## src/hdl/slot_pool_max_heap_queue_assert.svh

```systemverilog
// assertion macros for the slot pool max heap queue
`ifndef SLOT_POOL_MAX_HEAP_QUEUE_ASSERT_SVH
`define SLOT_POOL_MAX_HEAP_QUEUE_ASSERT_SVH

// property that must hold in the same cycle as its trigger
`define SPMHQ_ASSERT_NOW(label, trig, prop, msg) \
    label: assert property (@(posedge clk) disable iff (!rst_n) (trig) |-> (prop)) \
        else $error(msg);

// property that must hold in the cycle after its trigger
`define SPMHQ_ASSERT_NEXT(label, trig, prop, msg) \
    label: assert property (@(posedge clk) disable iff (!rst_n) (trig) |=> (prop)) \
        else $error(msg);

`endif

```

## src/hdl/spmhq_pkg.sv

```systemverilog
// shared constants and types for the slot pool max heap queue
package spmhq_pkg;

    // built capacity and payload width kept per slot
    localparam int CAPACITY      = 16;
    localparam int PAYLOAD_BYTES = 8;

    // fixed field widths
    localparam int CMD_W     = 2;
    localparam int PRI_W     = 7;
    localparam int PAYLOAD_W = 64;
    localparam int POS_W     = 5;
    localparam int STATUS_W  = 2;
    localparam int CNT_W     = 5;
    localparam int LIMIT_W   = 5;

    // internal widths derived from capacity and the field widths
    localparam int IDX_W  = $clog2(CAPACITY + 1);
    localparam int SLOT_W = $clog2(CAPACITY);
    localparam int FLD_W  = (POS_W > LIMIT_W) ? POS_W : LIMIT_W;
    localparam int CMP_W  = (IDX_W > FLD_W) ? IDX_W : FLD_W;

    // bits of the payload kept in the slot store
    localparam logic [PAYLOAD_W-1:0] PAY_MASK =
        (PAYLOAD_BYTES >= 8) ? {PAYLOAD_W{1'b1}} :
        ((PAYLOAD_W'(1) << (8 * PAYLOAD_BYTES)) - PAYLOAD_W'(1));

    typedef enum logic [CMD_W-1:0] {
        CMD_INSERT = 2'd0,
        CMD_POP    = 2'd1,
        CMD_REMOVE = 2'd2,
        CMD_CLEAR  = 2'd3
    } cmd_t;

    typedef enum logic [STATUS_W-1:0] {
        ST_DONE    = 2'd0,
        ST_FULL    = 2'd1,
        ST_EMPTY   = 2'd2,
        ST_BAD_POS = 2'd3
    } status_t;

    // one heap node
    typedef struct packed {
        logic [PRI_W-1:0]  pri;
        logic [SLOT_W-1:0] slot;
    } node_t;

    // result of the free slot search
    typedef struct packed {
        logic              found;
        logic [SLOT_W-1:0] slot;
    } free_slot_t;

endpackage

```

## src/hdl/slot_pool_max_heap_queue.sv

```systemverilog
// top level of the slot pool max heap queue
// Max-priority queue of 64-bit payloads with 7-bit priorities, up to 16 items.
// One request is worked at a time; in_stall is high from the cycle after a
// request is taken until its result is loaded into the output register, and a
// new request may be taken while that result still waits on out_stall. Every
// heap level takes a registered read of the heap memory, then a compare and
// write back. Insert sifts the new node up; pop and remove take a node out,
// fill the hole with the last node and sift it down; clear and rejected
// requests go straight to the result. A result held by out_stall adds its
// wait to the request behind it. The slot limit register is taken only while
// the block is idle.
module slot_pool_max_heap_queue
    import spmhq_pkg::*;
(
    input  logic                 clk,
    input  logic                 rst_n,
    input  logic                 in_valid,
    output logic                 in_stall,
    input  logic [CMD_W-1:0]     cmd,
    input  logic [PRI_W-1:0]     priority_req,
    input  logic [PAYLOAD_W-1:0] payload,
    input  logic [POS_W-1:0]     heap_position,
    output logic                 out_valid,
    input  logic                 out_stall,
    output logic [STATUS_W-1:0]  status,
    output logic [PRI_W-1:0]     out_priority,
    output logic [PAYLOAD_W-1:0] out_payload,
    output logic                 is_full,
    output logic                 is_empty,
    output logic [CNT_W-1:0]     item_count,
    input  logic                 cfg_valid,
    output logic                 cfg_ready,
    input  logic [LIMIT_W-1:0]   cfg_data
);

    typedef enum logic [3:0] {
        S_IDLE,
        S_UP_RD,
        S_UP_CMP,
        S_TAKE_RD,
        S_TAKE_LD,
        S_TAKE_PAY,
        S_DN_RD,
        S_DN_CMP,
        S_FINISH
    } state_t;

    state_t                state_reg, state_next;
    logic [IDX_W-1:0]      k_reg, k_next;
    logic [IDX_W-1:0]      n_reg, n_next;
    logic [IDX_W-1:0]      cnt_reg, cnt_next;
    node_t                 cur_reg, cur_next;
    logic [CAPACITY-1:0]   busy_reg, busy_next;
    logic [LIMIT_W-1:0]    lim_cfg_reg, lim_cfg_next;
    logic                  is_pop_reg, is_pop_next;
    status_t               res_status_reg, res_status_next;
    logic [PRI_W-1:0]      res_pri_reg, res_pri_next;
    logic [PAYLOAD_W-1:0]  res_pay_reg, res_pay_next;
    logic                  out_valid_reg, out_valid_next;
    logic [STATUS_W-1:0]   status_reg, status_next;
    logic [PRI_W-1:0]      out_priority_reg, out_priority_next;
    logic [PAYLOAD_W-1:0]  out_payload_reg, out_payload_next;
    logic                  is_full_reg, is_full_next;
    logic                  is_empty_reg, is_empty_next;
    logic [CNT_W-1:0]      item_count_reg, item_count_next;

    // heap memory, two read ports and one write port
    node_t                 heap_ram [0:CAPACITY];
    node_t                 heap_qa_reg;
    node_t                 heap_qb_reg;
    logic                  heap_we;
    logic [IDX_W-1:0]      heap_waddr;
    node_t                 heap_wdata;
    logic [IDX_W-1:0]      heap_ra;
    logic [IDX_W-1:0]      heap_rb;

    // slot store memory
    logic [PAYLOAD_W-1:0]  store_ram [0:CAPACITY-1];
    logic [PAYLOAD_W-1:0]  store_q_reg;
    logic                  store_we;
    logic [SLOT_W-1:0]     store_waddr;
    logic [PAYLOAD_W-1:0]  store_wdata;
    logic [SLOT_W-1:0]     store_ra;

    logic [IDX_W-1:0]      limit;
    logic [CMP_W-1:0]      lim_wide;
    free_slot_t            free;
    logic [IDX_W:0]        child_l;
    logic [IDX_W:0]        child_r;
    logic                  use_right;
    node_t                 child;
    logic                  accept;

    // effective slot limit, clamped to one through capacity
    always_comb
    begin
        lim_wide = CMP_W'(lim_cfg_reg);
        if (lim_wide == '0)
        begin
            lim_wide = CMP_W'(1);
        end
        else if (lim_wide > CMP_W'(CAPACITY))
        begin
            lim_wide = CMP_W'(CAPACITY);
        end
        limit = lim_wide[IDX_W-1:0];
    end

    spmhq_free_slot u_free_slot (
        .busy  (busy_reg),
        .limit (limit),
        .free  (free)
    );

    // children of the current node and the larger one
    assign child_l   = {k_reg, 1'b0};
    assign child_r   = {k_reg, 1'b1};
    assign use_right = (child_l < {1'b0, n_reg}) && (heap_qa_reg.pri < heap_qb_reg.pri);
    assign child     = use_right ? heap_qb_reg : heap_qa_reg;

    assign in_stall  = (state_reg != S_IDLE);
    assign cfg_ready = (state_reg == S_IDLE);
    assign accept    = in_valid && !in_stall;

    // sequencer
    always_comb
    begin
        state_next        = state_reg;
        k_next            = k_reg;
        n_next            = n_reg;
        cnt_next          = cnt_reg;
        cur_next          = cur_reg;
        busy_next         = busy_reg;
        lim_cfg_next      = lim_cfg_reg;
        is_pop_next       = is_pop_reg;
        res_status_next   = res_status_reg;
        res_pri_next      = res_pri_reg;
        res_pay_next      = res_pay_reg;
        out_valid_next    = out_valid_reg && out_stall;
        status_next       = status_reg;
        out_priority_next = out_priority_reg;
        out_payload_next  = out_payload_reg;
        is_full_next      = is_full_reg;
        is_empty_next     = is_empty_reg;
        item_count_next   = item_count_reg;

        heap_we     = 1'b0;
        heap_waddr  = k_reg;
        heap_wdata  = cur_reg;
        heap_ra     = k_reg;
        heap_rb     = cnt_reg;
        store_we    = 1'b0;
        store_waddr = free.slot;
        store_wdata = payload & PAY_MASK;
        store_ra    = heap_qa_reg.slot;

        if (cfg_valid && cfg_ready)
        begin
            lim_cfg_next = cfg_data;
        end

        unique case (state_reg)
            S_IDLE:
            begin
                if (accept)
                begin
                    res_status_next = ST_DONE;
                    res_pri_next    = '0;
                    res_pay_next    = '0;
                    unique case (cmd_t'(cmd))
                        CMD_INSERT:
                        begin
                            if ((cnt_reg < limit) && free.found)
                            begin
                                store_we              = 1'b1;
                                busy_next[free.slot]  = 1'b1;
                                cnt_next              = cnt_reg + IDX_W'(1);
                                k_next                = cnt_reg + IDX_W'(1);
                                cur_next.pri          = priority_req;
                                cur_next.slot         = free.slot;
                                state_next            = S_UP_RD;
                            end
                            else
                            begin
                                res_status_next = ST_FULL;
                                state_next      = S_FINISH;
                            end
                        end
                        CMD_POP:
                        begin
                            if (cnt_reg == '0)
                            begin
                                res_status_next = ST_EMPTY;
                                state_next      = S_FINISH;
                            end
                            else
                            begin
                                k_next      = IDX_W'(1);
                                is_pop_next = 1'b1;
                                state_next  = S_TAKE_RD;
                            end
                        end
                        CMD_REMOVE:
                        begin
                            if ((heap_position == '0) ||
                                (CMP_W'(heap_position) > CMP_W'(cnt_reg)))
                            begin
                                res_status_next = ST_BAD_POS;
                                state_next      = S_FINISH;
                            end
                            else
                            begin
                                k_next      = heap_position[IDX_W-1:0];
                                is_pop_next = 1'b0;
                                state_next  = S_TAKE_RD;
                            end
                        end
                        CMD_CLEAR:
                        begin
                            cnt_next   = '0;
                            busy_next  = '0;
                            state_next = S_FINISH;
                        end
                        default:
                        begin
                            state_next = S_FINISH;
                        end
                    endcase
                end
            end

            // sift up: fetch the parent
            S_UP_RD:
            begin
                if (k_reg > IDX_W'(1))
                begin
                    heap_ra    = k_reg >> 1;
                    state_next = S_UP_CMP;
                end
                else
                begin
                    heap_we    = 1'b1;
                    state_next = S_FINISH;
                end
            end

            // sift up: move the parent down or settle
            S_UP_CMP:
            begin
                heap_we = 1'b1;
                if (heap_qa_reg.pri < cur_reg.pri)
                begin
                    heap_wdata = heap_qa_reg;
                    k_next     = k_reg >> 1;
                    state_next = S_UP_RD;
                end
                else
                begin
                    state_next = S_FINISH;
                end
            end

            // fetch the node taken out and the last node
            S_TAKE_RD:
            begin
                heap_ra    = k_reg;
                heap_rb    = cnt_reg;
                state_next = S_TAKE_LD;
            end

            // free the slot, start the payload read, shrink the heap
            S_TAKE_LD:
            begin
                if (int'(heap_qa_reg.slot) < CAPACITY)
                begin
                    busy_next[heap_qa_reg.slot] = 1'b0;
                end
                if (is_pop_reg)
                begin
                    res_pri_next = heap_qa_reg.pri;
                end
                store_ra   = heap_qa_reg.slot;
                cur_next   = heap_qb_reg;
                cnt_next   = cnt_reg - IDX_W'(1);
                n_next     = cnt_reg - IDX_W'(1);
                state_next = S_TAKE_PAY;
            end

            // capture the popped payload
            S_TAKE_PAY:
            begin
                if (is_pop_reg)
                begin
                    res_pay_next = store_q_reg;
                end
                state_next = S_DN_RD;
            end

            // sift down: fetch both children
            S_DN_RD:
            begin
                if ((n_reg >> 1) >= k_reg)
                begin
                    heap_ra    = child_l[IDX_W-1:0];
                    heap_rb    = child_r[IDX_W-1:0];
                    state_next = S_DN_CMP;
                end
                else
                begin
                    heap_we    = 1'b1;
                    state_next = S_FINISH;
                end
            end

            // sift down: move the larger child up or settle
            S_DN_CMP:
            begin
                heap_we = 1'b1;
                if (cur_reg.pri >= child.pri)
                begin
                    state_next = S_FINISH;
                end
                else
                begin
                    heap_wdata = child;
                    k_next     = use_right ? child_r[IDX_W-1:0] : child_l[IDX_W-1:0];
                    state_next = S_DN_RD;
                end
            end

            // load the result once the output register is free
            S_FINISH:
            begin
                if (!out_valid_reg || !out_stall)
                begin
                    out_valid_next    = 1'b1;
                    status_next       = res_status_reg;
                    out_priority_next = res_pri_reg;
                    out_payload_next  = res_pay_reg;
                    is_full_next      = (cnt_reg >= limit);
                    is_empty_next     = (cnt_reg == '0);
                    item_count_next   = CNT_W'(cnt_reg);
                    state_next        = S_IDLE;
                end
            end

            default:
            begin
                state_next = S_IDLE;
            end
        endcase
    end

    // state and registered outputs
    always_ff @(posedge clk or negedge rst_n)
    begin
        if (!rst_n)
        begin
            state_reg        <= S_IDLE;
            k_reg            <= '0;
            n_reg            <= '0;
            cnt_reg          <= '0;
            cur_reg          <= '0;
            busy_reg         <= '0;
            lim_cfg_reg      <= LIMIT_W'(CAPACITY);
            is_pop_reg       <= 1'b0;
            res_status_reg   <= ST_DONE;
            res_pri_reg      <= '0;
            res_pay_reg      <= '0;
            out_valid_reg    <= 1'b0;
            status_reg       <= '0;
            out_priority_reg <= '0;
            out_payload_reg  <= '0;
            is_full_reg      <= 1'b0;
            is_empty_reg     <= 1'b1;
            item_count_reg   <= '0;
        end
        else
        begin
            state_reg        <= state_next;
            k_reg            <= k_next;
            n_reg            <= n_next;
            cnt_reg          <= cnt_next;
            cur_reg          <= cur_next;
            busy_reg         <= busy_next;
            lim_cfg_reg      <= lim_cfg_next;
            is_pop_reg       <= is_pop_next;
            res_status_reg   <= res_status_next;
            res_pri_reg      <= res_pri_next;
            res_pay_reg      <= res_pay_next;
            out_valid_reg    <= out_valid_next;
            status_reg       <= status_next;
            out_priority_reg <= out_priority_next;
            out_payload_reg  <= out_payload_next;
            is_full_reg      <= is_full_next;
            is_empty_reg     <= is_empty_next;
            item_count_reg   <= item_count_next;
        end
    end

    // heap memory
    always_ff @(posedge clk)
    begin
        if (heap_we)
        begin
            heap_ram[heap_waddr] <= heap_wdata;
        end
        heap_qa_reg <= heap_ram[heap_ra];
        heap_qb_reg <= heap_ram[heap_rb];
    end

    // slot store memory
    always_ff @(posedge clk)
    begin
        if (store_we)
        begin
            store_ram[store_waddr] <= store_wdata;
        end
        store_q_reg <= store_ram[store_ra];
    end

    assign out_valid    = out_valid_reg;
    assign status       = status_reg;
    assign out_priority = out_priority_reg;
    assign out_payload  = out_payload_reg;
    assign is_full      = is_full_reg;
    assign is_empty     = is_empty_reg;
    assign item_count   = item_count_reg;

    `include "slot_pool_max_heap_queue_assert.svh"

    // busy slots match the queued count between requests
    `SPMHQ_ASSERT_NOW(a_busy_matches_count, state_reg == S_IDLE,
        $countones(busy_reg) == int'(cnt_reg), "busy slots differ from item count")

    // a taken request keeps the block busy in the next cycle
    `SPMHQ_ASSERT_NEXT(a_request_holds_block, accept, in_stall,
        "block idle right after a request")

    // a new result only comes from the finish step
    `SPMHQ_ASSERT_NOW(a_result_from_finish, $rose(out_valid_reg),
        $past(state_reg) == S_FINISH, "result loaded outside finish")

endmodule

```

## src/hdl/spmhq_free_slot.sv

```systemverilog
// lowest free slot below the slot limit
module spmhq_free_slot
    import spmhq_pkg::*;
(
    input  logic [CAPACITY-1:0] busy,
    input  logic [IDX_W-1:0]    limit,
    output free_slot_t          free
);

    logic [CAPACITY-1:0] avail;
    logic [CAPACITY-1:0] lowest;

    // slots that are free and enabled
    always_comb
    begin
        for (int i = 0; i < CAPACITY; i++)
        begin
            avail[i] = !busy[i] && (i < int'(limit));
        end
    end

    // isolate the lowest set bit
    assign lowest = avail & (~avail + CAPACITY'(1));

    // encode the one-hot pick
    always_comb
    begin
        free.found = |avail;
        free.slot  = '0;
        for (int i = 0; i < CAPACITY; i++)
        begin
            if (lowest[i])
            begin
                free.slot = free.slot | SLOT_W'(i);
            end
        end
    end

endmodule

```

## config.mk

```make
export PLATFORM = sky130hd
export DESIGN_NAME = slot_pool_max_heap_queue
export DESIGN_NICKNAME = d
export VERILOG_FILES = /design/src/hdl/spmhq_pkg.sv /design/src/hdl/slot_pool_max_heap_queue.sv /design/src/hdl/spmhq_free_slot.sv
export VERILOG_INCLUDE_DIRS = /design/src /design/src/hdl
export SDC_FILE = /design/constraint.sdc
export NUM_CORES = 2
export LEC_CHECK = 0
export ABC_CLOCK_PERIOD_IN_PS = 15710
export BUFFER_PORTS_ARGS = -buffer_cell sky130_fd_sc_hd__buf_4
export CAP_MARGIN = 20
export CORE_ASPECT_RATIO = 2
export CORE_MARGIN = 2
export CORE_UTILIZATION = 67
export CTS_BUF_LIST = sky130_fd_sc_hd__clkbuf_16
export CTS_CLUSTER_DIAMETER = 200
export DETAILED_ROUTE_END_ITERATION = 10
export GPL_ROUTABILITY_DRIVEN = 0
export PLACE_DENSITY_LB_ADDON = 0.12
export SLEW_MARGIN = 10
export SYNTH_ARGS = -nofsm -noshare
export SYNTH_HDL_FRONTEND = slang
export SYNTH_HIERARCHICAL = 1
export SYNTH_SLANG_ARGS = --single-unit
```

## constraint.sdc

```tcl
create_clock -name clk -period 15.71 [get_ports clk]
set_input_delay 1.571 -clock clk [delete_from_list [all_inputs] [get_ports clk]]
set_output_delay 1.571 -clock clk [all_outputs]
set_load 0.05 [all_outputs]
```

==> results.yml <==
floorplanning:
  num_rows: 155
  core_area_um2: 89000
  die-area_um2: 92200
  fp.dieH_um: 427
  io_pins: 171
  die_width_um: 216
  initial_utilization: 0.674
finish:
  drive_above_1_share: 0.263
  final_cells: 4835
  largest_register: "store_ram"
  reg_top3: "store_ram (1024), heap_ram (187)"
  area_growth_pct: 11.6
  final_cell_mix: "1211 x edfxtp_1, 331 x mux4_2, 330 x nand2_1"
  largest_reg_flops: 1024
  layout.nets: 3677
  final_common_cell: "edfxtp_1"
sta:
  clock.fmax_ghz: 0.164
  post-route-period-util: 0.388
  slew_headroom: 0.110
  fin_setup_tns_ns: 0
  hold_viol: 0
  fin_skew_ns: 0.0272
  rsz0062_at_grt: "no"
  tightest_slew_ns: 1.32
  fin_crit_ns: 6.09
  finalMaxSlewViolations: 0
  finalSetupViolations: 0
pwr:
  p_comb_frac: 0.332
  leakage_nw: 23.3
  internal_power_mw: 8.19
  power_frac_seq: 0.413
  clock_power_share: 0.255
  swShare: 0.338
  p_sw_mw: 4.18
  vdd_drop_max_v: 0.000194
  power.density_nw_per_um2: 185
synthesis:
  yosysWarnings: 6
  synth-xor-area-share: 0.000729
  synth_top_family_by_area: "multiplexers"
  synth_compound_area_frac: 0.0472
  synth_area_um2: 60000
  async_flop_share: 0.137
  synth_area_per_cell_um2: 17.8
  synth.distinct_cells: 86
  postSynthCellCount: 3381
  ys_ff_latch: 1503
  yosys.area_share.simple: 0.0469
  syn_nets: 3512
  synth-adder-area-share: 0.00896
  ys_seq_area_frac: 0.720
  synthMuxAreaShare: 0.159
  synth_edf_count: 1211
  synth_top_flop_cell: "edfxtp_1"
place:
  port_buffers: 170
  dp.cells: 4595
  place_hpwl_um: 87900
critical_path:
  rrSetupSlack_ns: 9.62
  ff2ff_path_depth: 15
  start_kind: "flip-flop"
  cp-end-kind: "flip-flop"
  r2r_start: "heap_waddr[3]"
  critPathKind: "flip-flop to flip-flop"
  worst_r2r_endpoint: "heap_ram[16][5]"
  critPathRequiredTime_ns: 16.15
  worst-path-max-fanout: 17
  crit_arrival_ns: 6.53
global_routing:
  gr-usage-met2: 0.616
  track_usage: 0.355
  globalRouteOverflowTotal: 0
  busiest_layer: "met2"
  grt_pass1_wl_um: 234000
  use_met3: 0.0622
  grt_antenna_before_repair: 9
  grt_pass1_vias: 35200
  met1_usage: 0.411
  grt_max_degree: 127
detailed_routing:
  wl_um: 159000
  drt_pass1_iterations: 6
  ant_nets: 0
  remaining_drc_errors: 0
  drt_iter0_markers: 3991
  vias: 33600
  wl_per_cell_um: 32.9
  via_per_inst: 6.95
cts:
  root_buffer: "clkbuf_16"
  cts_tree: "built"
  cts_buffers: 118
  clkSinkCount: 1503
  cts_setup_buffers: 0
  worstSkewPairLatency_ns: 0.75
  cts_buffer_depth: 3
  clk_pin_slew_worst_paths_ns: 0.07
  htreeDepth: 3
  cts_resized: 0
  postCtsHoldBufs: 0
min_path:
  hold_depth: 2
  min_path_type: "flip-flop to flip-flop"
  min_to: "res_pay_reg[5]"
  min_from: "store_q_reg[5]"
run:
  cap_violations: 0
status:
  status: "finished clean"
[worst max-delay path by stage]
stage	start	end	slack (ns)
after floorplan	cmd[0]	store_ram[3][0]	8.10
after global placement	heap_waddr[3]	heap_ram[4][6]	10.24
after detailed placement	lim_cfg_reg[4]	store_ram[6][38]	10.13
after CTS	heap_waddr[3]	heap_ram[14][5]	10.14
after global routing	heap_waddr[3]	heap_ram[14][5]	9.45
final	heap_waddr[3]	heap_ram[16][5]	9.62
[stage by stage]
step / setup slack [ns] / utilization / hold WS, ns / cell area (um^2) / total power, mW
CTS: 10.14 / 0.751 / 0.442 / 66900 / 12.3
global placement: 10.24 / 0.705 / 0.427 / 62700 / 9.02
global route: 9.45 / 0.753 / 0.465 / 67000 / 12.8
detailed placement: 10.13 / 0.705 / 0.430 / 62800 / 9.15
floorplan: 8.10 / - / 0.417 / 60000 / 7.93
finish: 9.62 / 0.753 / 0.434 / 67000 / 12.4
[power groups by stage]
stage	Clock (mW)	Sequential, mW	Combinational, mW
final	3.15	5.11	4.11
after global routing	3.30	5.14	4.33
after CTS	3.17	5.10	4.04
after detailed placement	0	5.18	3.97
after global placement	0	5.16	3.87
after floorplan	0	5.13	2.80
[cell families after synthesis]
kind of cell	count (synthesis)
compound gates	448
xor+xnor	5
fa+ha+maj	43
buf+inv	240
flops	1503
mux	527
simple gates	615
[per-layer routing]
| metal | up-vias | part of all wire |
|---|---|---|
| met4 | 8 | 0.070 |
| met1 | 17200 | 0.33 |
| met5 | - | 0.00023 |
| met3 | 604 | 0.081 |
| li1 | 13700 | - |
| met2 | 2122 | 0.52 |
[cell type report]
class	count	area (um^2)
repair buffers	244	1960
clock inverters	107	1110
clock buffers	119	2980
fillers	4788	22000
flip-flops and latches	1503	43300
diodes	6	15.0
inverters	41	154
multi-input cells	1638	16100
well taps	1177	1470
[Yosys cell counts, drive strengths merged (23+ instances only)]
cell type  instances  area, um^2
edfxtp          1211       36400
mux4             331        7450
nand2            330        1240
dfrtp            204        5100
o21ai            163         816
clkbuf           138         518
nor2             123         469
a21oi            117         593
mux2             114        1280
dfxtp             86        1720
mux2i             82         821
buf               61         333
ha                43         538
inv               41         154
nor3              26         141
nand3             24         120
a31oi             23         144
[worst max-delay path, cell delays in order (launching register included)]
cell and delay (ns):
dfrtp_1 0.68, ha_1 0.37, a2111oi_0 0.39, o21ai_0 0.33, o21bai_1 0.25, buf_4 0.20
mux2_2 0.29, ha_1 0.28, nand2b_1 0.10, a21o_1 0.11, a211oi_1 0.08, nor3_1 0.38
nor3_1 0.09, o21ai_0 0.80, nand2b_1 0.71, a221o_1 0.70
Power figures use the tool's default switching activity.
